<file path="config.mk">
export PLATFORM = sky130hd
export DESIGN_NAME = frame_run_segment_grouper
export DESIGN_NICKNAME = d
export VERILOG_FILES = /design/src/hdl/frsg_pkg.sv /design/src/hdl/frsg_cfg_regs.sv /design/src/hdl/frsg_cmp_unit.sv /design/src/hdl/frame_run_segment_grouper.sv
export VERILOG_INCLUDE_DIRS = /design/src /design/src/hdl
export SDC_FILE = /design/constraint.sdc
export NUM_CORES = 2
export LEC_CHECK = 0
export BUFFER_PORTS_ARGS = -buffer_cell sky130_fd_sc_hd__buf_2
export CAP_MARGIN = 20
export CORE_ASPECT_RATIO = 0.7
export CORE_MARGIN = 4
export CORE_UTILIZATION = 45
export DETAILED_ROUTE_END_ITERATION = 8
export GPL_TIMING_DRIVEN = 0
export SETUP_SLACK_MARGIN = 0.2
export SLEW_MARGIN = 0
export SYNTH_ARGS = -nofsm -noshare
export SYNTH_HDL_FRONTEND = slang
export SYNTH_SLANG_ARGS = --single-unit
</file>
<file path="constraint.sdc">
create_clock -name clk -period 10.75 [get_ports clk]
set_clock_uncertainty 0.2 [all_clocks]
set_input_delay 1.6125 -clock clk [delete_from_list [all_inputs] [get_ports clk]]
set_output_delay 1.6125 -clock clk [all_outputs]
set_load 0.01 [all_outputs]
</file>
<file path="src/hdl/frame_run_segment_grouper_assert.svh">
// Assertion macros for the frame run segment grouper.
// Expects clk and arst_n in the scope of the module that uses them.
`ifndef FRAME_RUN_SEGMENT_GROUPER_ASSERT_SVH
`define FRAME_RUN_SEGMENT_GROUPER_ASSERT_SVH

// same-cycle implication
`define FRSG_ASSERT_NOW(label, ante, cons, msg) \
	label: assert property (@(posedge clk) disable iff (!arst_n) (ante) |-> (cons)) \
		else $error(msg);

// next-cycle implication
`define FRSG_ASSERT_NEXT(label, ante, cons, msg) \
	label: assert property (@(posedge clk) disable iff (!arst_n) (ante) |=> (cons)) \
		else $error(msg);

`endif

</file>
<file path="src/hdl/frsg_pkg.sv">
// Shared constants and types of the frame run segment grouper.
// No dependencies.
package frsg_pkg;

	localparam int CHANNELS       = 8;
	localparam int SEGS_PER_GROUP = 8;
	localparam int INDEX_BITS     = 24;
	localparam int END_BITS       = INDEX_BITS + 1;
	localparam int DIFF_BITS      = END_BITS + 2;
	localparam int CFG_BITS       = 16;
	localparam int CH_IDX_W       = (CHANNELS > 1) ? $clog2(CHANNELS) : 1;
	localparam int SEG_W          = (SEGS_PER_GROUP > 1) ? $clog2(SEGS_PER_GROUP) : 1;
	localparam int CNT_W          = $clog2(SEGS_PER_GROUP + 1);
	localparam int MEM_DEPTH      = CHANNELS * SEGS_PER_GROUP;
	localparam int MEM_AW         = (MEM_DEPTH > 1) ? $clog2(MEM_DEPTH) : 1;
	localparam int PADDR_W        = 3;

	localparam logic [CFG_BITS-1:0] GAP_LIMIT_RESET = CFG_BITS'(30);
	localparam logic [CFG_BITS-1:0] MIN_SPAN_RESET  = CFG_BITS'(30);

	localparam logic REG_GAP_LIMIT = 1'b0;
	localparam logic REG_MIN_SPAN  = 1'b1;

	localparam logic CMD_FRAME = 1'b0;
	localparam logic CMD_FLUSH = 1'b1;

	typedef struct packed {
		logic                  command;
		logic [2:0]            channel;
		logic [23:0]           frame_index;
	} in_item_t;

	typedef struct packed {
		logic [2:0]            out_channel;
		logic [23:0]           seg_start;
		logic [24:0]           seg_end;
		logic                  group_last;
	} out_item_t;

	typedef struct packed {
		logic [CFG_BITS-1:0]   gap_limit;
		logic [CFG_BITS-1:0]   min_span;
	} cfg_t;

	typedef struct packed {
		logic [END_BITS-1:0]   a;
		logic [END_BITS-1:0]   b;
		logic [CFG_BITS-1:0]   limit;
	} cmp_req_t;

	typedef struct packed {
		logic                  below;
	} cmp_rsp_t;

endpackage

</file>
<file path="src/hdl/frsg_cfg_regs.sv">
// Configuration registers (gap limit, minimum span) behind an APB-style port.
// Depends on frsg_pkg.
module frsg_cfg_regs
	import frsg_pkg::*;
(
	input  logic               clk,
	input  logic               arst_n,
	input  logic               psel,
	input  logic               penable,
	input  logic               pwrite,
	input  logic [PADDR_W-1:0] paddr,
	input  logic [31:0]        pwdata,
	output logic [31:0]        prdata,
	output logic               pready,
	output cfg_t               cfg
);

	cfg_t cfg_q;
	logic wr_en;

	assign pready = 1'b1;
	assign wr_en  = psel & penable & pwrite;

	always_ff @(posedge clk or negedge arst_n) begin
		if (!arst_n) begin
			cfg_q.gap_limit <= GAP_LIMIT_RESET;
			cfg_q.min_span  <= MIN_SPAN_RESET;
		end else if (wr_en) begin
			case (paddr[2])
				REG_GAP_LIMIT: cfg_q.gap_limit <= pwdata[CFG_BITS-1:0];
				REG_MIN_SPAN:  cfg_q.min_span  <= pwdata[CFG_BITS-1:0];
				default: ;
			endcase
		end
	end

	always_comb begin
		case (paddr[2])
			REG_GAP_LIMIT: prdata = {16'b0, cfg_q.gap_limit};
			REG_MIN_SPAN:  prdata = {16'b0, cfg_q.min_span};
			default:       prdata = 32'b0;
		endcase
	end

	assign cfg = cfg_q;

endmodule

</file>
<file path="src/hdl/frsg_cmp_unit.sv">
// Shared signed subtract-and-compare unit: tells whether a - b < limit.
// Depends on frsg_pkg.
module frsg_cmp_unit
	import frsg_pkg::*;
(
	input  cmp_req_t req,
	output cmp_rsp_t rsp
);

	logic signed [DIFF_BITS-1:0] diff;
	logic signed [DIFF_BITS-1:0] lim;

	assign diff      = $signed({2'b00, req.a}) - $signed({2'b00, req.b});
	assign lim       = $signed({{(DIFF_BITS-CFG_BITS){1'b0}}, req.limit});
	assign rsp.below = (diff < lim);

endmodule

</file>
<file path="src/hdl/frame_run_segment_grouper.sv">
// Top level of the frame run segment grouper: sequencer, per-channel run and
// group state, segment memory and output register. Depends on frsg_pkg,
// frsg_cfg_regs, frsg_cmp_unit and frame_run_segment_grouper_assert.svh.
//
//  channel | direction | handshake           | payload
//  in      | input     | in_valid / in_stall   | in_item_t  (command, channel, frame_index)
//  out     | output    | out_valid / out_stall | out_item_t (channel, start, end, last)
//  cfg     | input     | APB psel / penable    | gap_limit, min_span
//
// A frame that starts or extends its run passes through the run state only; one that
// closes a segment goes on through add and write, or, when its group closes, through
// add, close, a read and an emit per emitted segment, and write. A flush also reaches
// close, after add and write when a run is active. The single compare unit serves both
// the gap and the span check. in_stall stays high while a transaction is in work.
// Reset clears run and group state at once; no clearing pass.
// A stalled output holds its transaction and the sequencer waits in emit.
module frame_run_segment_grouper
	import frsg_pkg::*;
(
	input  logic               clk,
	input  logic               arst_n,
	input  logic               in_valid,
	output logic               in_stall,
	input  in_item_t           in_data,
	output logic               out_valid,
	input  logic               out_stall,
	output out_item_t          out_data,
	input  logic               psel,
	input  logic               penable,
	input  logic               pwrite,
	input  logic [PADDR_W-1:0] paddr,
	input  logic [31:0]        pwdata,
	output logic [31:0]        prdata,
	output logic               pready
);

	`include "frame_run_segment_grouper_assert.svh"

	typedef enum logic [6:0] {
		S_IDLE  = 7'b0000001,
		S_RUN   = 7'b0000010,
		S_ADD   = 7'b0000100,
		S_CLOSE = 7'b0001000,
		S_READ  = 7'b0010000,
		S_EMIT  = 7'b0100000,
		S_WRITE = 7'b1000000
	} state_t;

	cfg_t     cfg;
	cmp_req_t cmp_req;
	cmp_rsp_t cmp_rsp;

	frsg_cfg_regs u_cfg (
		.clk     (clk),
		.arst_n  (arst_n),
		.psel    (psel),
		.penable (penable),
		.pwrite  (pwrite),
		.paddr   (paddr),
		.pwdata  (pwdata),
		.prdata  (prdata),
		.pready  (pready),
		.cfg     (cfg)
	);

	frsg_cmp_unit u_cmp (
		.req (cmp_req),
		.rsp (cmp_rsp)
	);

	state_t                state_q;
	logic                  cmd_q;
	logic [2:0]            ch_q;
	logic [INDEX_BITS-1:0] idx_q;
	logic [INDEX_BITS-1:0] seg_s_q;
	logic [END_BITS-1:0]   seg_e_q;
	logic                  add_pend_q;
	logic                  close_after_q;
	logic [CNT_W-1:0]      k_q;

	logic                  run_active_q [CHANNELS];
	logic [INDEX_BITS-1:0] run_start_q  [CHANNELS];
	logic [INDEX_BITS-1:0] run_last_q   [CHANNELS];
	logic [CNT_W-1:0]      grp_cnt_q    [CHANNELS];
	logic [INDEX_BITS-1:0] grp_first_q  [CHANNELS];
	logic [END_BITS-1:0]   grp_end_q    [CHANNELS];

	logic [END_BITS+INDEX_BITS-1:0] seg_mem [MEM_DEPTH];
	logic [END_BITS+INDEX_BITS-1:0] rdata_q;

	logic                  out_valid_q;
	out_item_t             out_data_q;

	logic [CH_IDX_W-1:0]   ch_idx;
	logic                  ch_ok;
	logic [END_BITS-1:0]   next_idx;
	logic                  in_fire;
	logic                  out_free;
	logic                  emit_fire;
	logic                  emit_last;
	logic [CNT_W-1:0]      cnt_cur;
	logic [MEM_AW-1:0]     rd_addr;
	logic [MEM_AW-1:0]     wr_addr;
	logic                  wr_en;

	assign ch_idx    = ch_q[CH_IDX_W-1:0];
	assign ch_ok     = (32'(ch_q) < CHANNELS);
	assign next_idx  = {1'b0, run_last_q[ch_idx]} + END_BITS'(1);
	assign in_stall  = (state_q != S_IDLE);
	assign in_fire   = in_valid & ~in_stall;
	assign out_free  = ~out_valid_q | ~out_stall;
	assign emit_fire = (state_q == S_EMIT) & out_free;
	assign cnt_cur   = grp_cnt_q[ch_idx];
	assign emit_last = ((k_q + CNT_W'(1)) == cnt_cur);
	assign rd_addr   = MEM_AW'(32'(ch_idx) * SEGS_PER_GROUP + 32'(k_q[SEG_W-1:0]));
	assign wr_addr   = MEM_AW'(32'(ch_idx) * SEGS_PER_GROUP + 32'(cnt_cur[SEG_W-1:0]));
	assign wr_en     = (state_q == S_WRITE);

	always_comb begin
		cmp_req.a     = {1'b0, seg_s_q};
		cmp_req.b     = grp_end_q[ch_idx];
		cmp_req.limit = cfg.gap_limit;
		if (state_q == S_CLOSE) begin
			cmp_req.a     = grp_end_q[ch_idx];
			cmp_req.b     = {1'b0, grp_first_q[ch_idx]};
			cmp_req.limit = cfg.min_span;
		end
	end

	always_ff @(posedge clk) begin
		if (wr_en) begin
			seg_mem[wr_addr] <= {seg_e_q, seg_s_q};
		end
		rdata_q <= seg_mem[rd_addr];
	end

	always_ff @(posedge clk) begin
		if (in_fire) begin
			cmd_q <= in_data.command;
			ch_q  <= in_data.channel;
			idx_q <= in_data.frame_index;
		end
		if (wr_en) begin
			if (cnt_cur == '0) begin
				grp_first_q[ch_idx] <= seg_s_q;
			end
			grp_end_q[ch_idx] <= seg_e_q;
		end
		if (state_q == S_RUN) begin
			seg_s_q <= run_start_q[ch_idx];
			seg_e_q <= next_idx;
		end
		if (emit_fire) begin
			out_data_q.out_channel <= ch_q;
			out_data_q.seg_start   <= rdata_q[INDEX_BITS-1:0];
			out_data_q.seg_end     <= rdata_q[END_BITS+INDEX_BITS-1:INDEX_BITS];
			out_data_q.group_last  <= emit_last;
		end
	end

	always_ff @(posedge clk or negedge arst_n) begin
		if (!arst_n) begin
			state_q       <= S_IDLE;
			add_pend_q    <= 1'b0;
			close_after_q <= 1'b0;
			k_q           <= '0;
			out_valid_q   <= 1'b0;
			for (int i = 0; i < CHANNELS; i++) begin
				run_active_q[i] <= 1'b0;
				run_start_q[i]  <= '0;
				run_last_q[i]   <= '0;
				grp_cnt_q[i]    <= '0;
			end
		end else begin
			if (emit_fire) begin
				out_valid_q <= 1'b1;
			end else if (~out_stall) begin
				out_valid_q <= 1'b0;
			end
			case (state_q)
				S_IDLE: begin
					if (in_fire) begin
						state_q <= S_RUN;
					end
				end
				S_RUN: begin
					if (!ch_ok) begin
						state_q <= S_IDLE;
					end else if (cmd_q == CMD_FRAME) begin
						run_last_q[ch_idx] <= idx_q;
						if (!run_active_q[ch_idx]) begin
							run_active_q[ch_idx] <= 1'b1;
							run_start_q[ch_idx]  <= idx_q;
							state_q              <= S_IDLE;
						end else if ({1'b0, idx_q} == next_idx) begin
							state_q <= S_IDLE;
						end else begin
							run_start_q[ch_idx] <= idx_q;
							add_pend_q          <= 1'b1;
							state_q             <= S_ADD;
						end
					end else begin
						run_active_q[ch_idx] <= 1'b0;
						if (run_active_q[ch_idx]) begin
							add_pend_q    <= 1'b1;
							close_after_q <= 1'b1;
							state_q       <= S_ADD;
						end else begin
							state_q <= S_CLOSE;
						end
					end
				end
				S_ADD: begin
					if (cnt_cur == '0) begin
						state_q <= S_WRITE;
					end else if (cmp_rsp.below && (32'(cnt_cur) < SEGS_PER_GROUP)) begin
						state_q <= S_WRITE;
					end else begin
						state_q <= S_CLOSE;
					end
				end
				S_CLOSE: begin
					k_q <= '0;
					if ((cnt_cur != '0) && !cmp_rsp.below) begin
						state_q <= S_READ;
					end else begin
						grp_cnt_q[ch_idx] <= '0;
						state_q           <= add_pend_q ? S_WRITE : S_IDLE;
					end
				end
				S_READ: begin
					state_q <= S_EMIT;
				end
				S_EMIT: begin
					if (out_free) begin
						k_q <= k_q + CNT_W'(1);
						if (emit_last) begin
							grp_cnt_q[ch_idx] <= '0;
							state_q           <= add_pend_q ? S_WRITE : S_IDLE;
						end else begin
							state_q <= S_READ;
						end
					end
				end
				S_WRITE: begin
					grp_cnt_q[ch_idx] <= cnt_cur + CNT_W'(1);
					add_pend_q        <= 1'b0;
					if (close_after_q) begin
						close_after_q <= 1'b0;
						state_q       <= S_CLOSE;
					end else begin
						state_q <= S_IDLE;
					end
				end
				default: state_q <= S_IDLE;
			endcase
		end
	end

	assign out_valid = out_valid_q;
	assign out_data  = out_data_q;

	`FRSG_ASSERT_NEXT(a_accept_runs, in_fire, state_q == S_RUN, "accepted item did not start")
	`FRSG_ASSERT_NOW(a_rise_from_emit, $rose(out_valid_q), $past(state_q) == S_EMIT,
		"output raised outside emit")
	`FRSG_ASSERT_NOW(a_cnt_bound, state_q != S_IDLE, 32'(cnt_cur) <= SEGS_PER_GROUP,
		"group count beyond buffer size")
	`FRSG_ASSERT_NEXT(a_last_clears, emit_fire && emit_last, grp_cnt_q[ch_idx] == '0,
		"group not cleared after last segment")
	`FRSG_ASSERT_NOW(a_write_has_room, wr_en, 32'(cnt_cur) < SEGS_PER_GROUP,
		"segment written into full group")

endmodule

</file>
==> results.yml <==
status:
  status: "finished clean"
synthesis:
  yosysMostFrequentCell: "edfxtp_1"
  synthTopCellsByArea: "edfxtp_1 67%, mux4_2 14%, dfrtp_1 7.0%, mux2_2 2.5%, mux2i_1 1.7%"
  synthCells: 7646
  synth_commonest_cells: "3,658 x edfxtp_1, 1,024 x mux4_2, 461 x dfrtp_1, 364 x mux2_2, 283 x mux2i_1"
  synth_cell_type_count: 103
  synth_ff_type: "edfxtp_1"
  synthArstFlopShare: 0.112
  synth_area_um2: 165000
  synth_edf_count: 3658
  yosys_warnings: 0
  synth_top_cell_area_share: 0.667
  syn_avg_cell_area_um2: 21.6
  seq_area_frac_synth: 0.744
  synth_top_cell_by_area: "edfxtp_1"
  ys_seq_elements: 4180
clocking:
  cts_resized: 0
  holdBufCountCts: 0
  ctsLongestPathBuffers: 4
  post_cts_buffers: 0
  cts_root_buf: "clkbuf_16"
  path_clk_slew_ns: 0.06
  clkSinkCount: 4180
  cts_tree: "yes"
  clk_latency_ns: 0.97
  htreeDepth: 5
  cts_made_buffers: 400
final_layout:
  syn_to_final_growth_pct: 18.3
  nets: 8775
  design_area_um2: 195000
  drive_gt1_frac: 0.326
  fin_cells: 13867
  finish.utilization: 0.536
sta:
  hold_viol_final: 0
  setup_ws_ns: 1.66
  tns_ns: 0
  setup_viol: 0
  maxSlewHeadroom: 0.141
  period_share: 0.846
  holdWs_ns: 0.153
  rsz0062_at_grt: "no"
  max_freq_mhz: 110
  worst_pin_slew_ns: 1.29
  layout_min_cycle_time_ns: 9.09
  finalMaxSlewViolations: 0
routing:
  drtPass1Iterations: 6
  drc: 0
  drt_iter0_markers: 15300
  ant_nets: 0
  routedWlPerCell_um: 38.8
  viasPerCell: 6.44
  wirelength_um: 538000
  vias: 89250
die:
  die_h_um: 514
  core-area_um2: 364000
  pin_count: 158
  rows: 185
  die-area_um2: 376000
  chipWidth_um: 731
  initial_core_util: 0.453
pwr:
  p_per_area_nw_per_um2: 221
  switching_share: 0.278
  vdd.ir_drop.worst_mv: 0.156
  pwr-share-clk: 0.328
  power.switching_mw: 12.0
  fin_total_pwr_mw: 43.1
  p_seq_frac: 0.453
  internal_power_mw: 31.1
  pwr-share-comb: 0.219
  leakage_nw: 65.2
place:
  dp.cells: 13092
  dp_hpwl_um: 381000
  preCtsSetupSlack_ns: 1.97
  place.gp.congestion: 0.899
  placed_area_um2: 182000
  io_buffers: 121
worst_setup_path:
  reg2reg_to: "grp_cnt_q[26]"
  r2r_slack_ns: 1.66
  path_max_fanout: 10
  r2r_cells: 23
  critical_path_class: "reg2reg"
  start_kind: "flop"
  cp-end-kind: "flop"
  worst_ep_arrival_time_ns: 9.72
  worst_ep_required_time_ns: 11.38
global_routing:
  grt_max_degree: 129
  antenna_found_initial: 29
  gr-usage-met1: 0.428
  grt.overflow.total: 0
  grt_usage: 0.284
  use_met2: 0.387
  busiest_layer: "met1"
  grt_pass1_vias: 85555
  grt_use_met3: 0.0988
  grt_pass1_wl_um: 727000
hold_path:
  holdPathEnd: "out_data[19]"
  holdPathStages: 0
  min_path_type: "reg2reg"
  hold_start: "rdata_q[42]"
run:
  cap_violations: 0
cells in the final DEF (no fill, tap or decap), types with 141 or more instances in the layout:
master	netlist	final
buf_12	17	227
buf_16	0	141
buf_2	12	142
clkbuf_1	260	331
clkbuf_16	0	407
dfrtp_1	461	461
edfxtp_1	3658	3658
mux2_2	364	364
mux2_4	160	160
mux2i_1	283	283
mux4_2	1024	1024
nand2_1	178	178
routing by layer:
metal | vias to the layer above | share of wire
li1 | 33877 | -
met1 | 48137 | 0.41
met2 | 6319 | 0.42
met3 | 909 | 0.14
met4 | 8 | 0.035
met5 | - | 0.00011
kinds of logic after synthesis:
| group | count (synthesis) | share of synthesized area |
|---|---|---|
| compound gates | 511 | 0.0213 |
| xor+xnor | 75 | 0.00454 |
| fa+ha+maj | 44 | 0.00339 |
| buf+inv | 472 | 0.0136 |
| flops | 4180 | 0.744 |
| mux | 1837 | 0.197 |
| other cells | 2 | 0.0000456 |
| simple gates | 525 | 0.0154 |
area by class of cell:
| type | count | area (um2) |
|---|---|---|
| repair buffers | 598 | 10500 |
| well taps | 4862 | 6080 |
| diodes | 11 | 27.5 |
| inverters | 31 | 119 |
| flip-flops and latches | 4180 | 123000 |
| clock inverters | 233 | 2190 |
| multi-input cells | 3009 | 40500 |
| clock buffers | 502 | 10700 |
| fillers | 27534 | 169000 |
| plain buffers | 441 | 2150 |
power groups by stage:
stage	Clock [mW]	Combinational, mW	Sequential (mW)
global placement	0	7.95	20.4
CTS	14.3	9.25	19.5
detailed placement	0	9.22	19.8
global route	14.9	9.95	19.6
finish	14.1	9.42	19.5
floorplan	0	5.51	19.8
state kept, by name, indices dropped and copies added (netlist names), named ones only:
| register | flops |
|---|---|
| seg_mem | 3136 |
| k_q | 4 |
| add_pend_q | 1 |
| idx_q | 24 |
| grp_end_q | 200 |
| cmd_q | 1 |
| seg_s_q | 24 |
| run_last_q | 192 |
| grp_first_q | 192 |
| run_start_q | 192 |
| rdata_q | 49 |
| out_data | 53 |
| grp_cnt_q | 32 |
| out_valid | 1 |
| u_cfg.cfg | 32 |
| seg_e_q | 25 |
| close_after_q | 1 |
| ch_idx | 3 |
| state_q | 7 |
critical path: stages (launching register included):
cell,delay (ns)
dfxtp_1,0.31
clkbuf_1,0.49
clkbuf_1,0.75
buf_1,0.77
mux4_2,0.63
mux2i_1,0.36
o21ai_0,0.15
ha_1,0.41
a21oi_1,0.29
o21ai_0,0.19
a221oi_1,0.62
nand2_1,0.25
xor2_1,0.22
ha_1,0.32
a21oi_1,0.13
o21ai_0,0.09
nand2_1,0.10
o211ai_1,0.19
a211o_1,0.33
nor2b_1,0.13
nand4_1,0.16
o311ai_2,0.92
nand3_1,0.48
mux2_2,0.44
worst max path at each step:
stage	from	endpoint	depth (start not counted)
6_report	flop	grp_cnt_q[26]	23
5_1_grt	flop	grp_cnt_q[26]	24
4_1_cts	flop	grp_cnt_q[26]	23
3_5_place_dp	flop	grp_cnt_q[26]	23
3_3_place_gp	state_q[6]	flop	6
2_1_floorplan	state_q[6]	flop	6
Note: power is estimated with default switching activity, not from simulation.
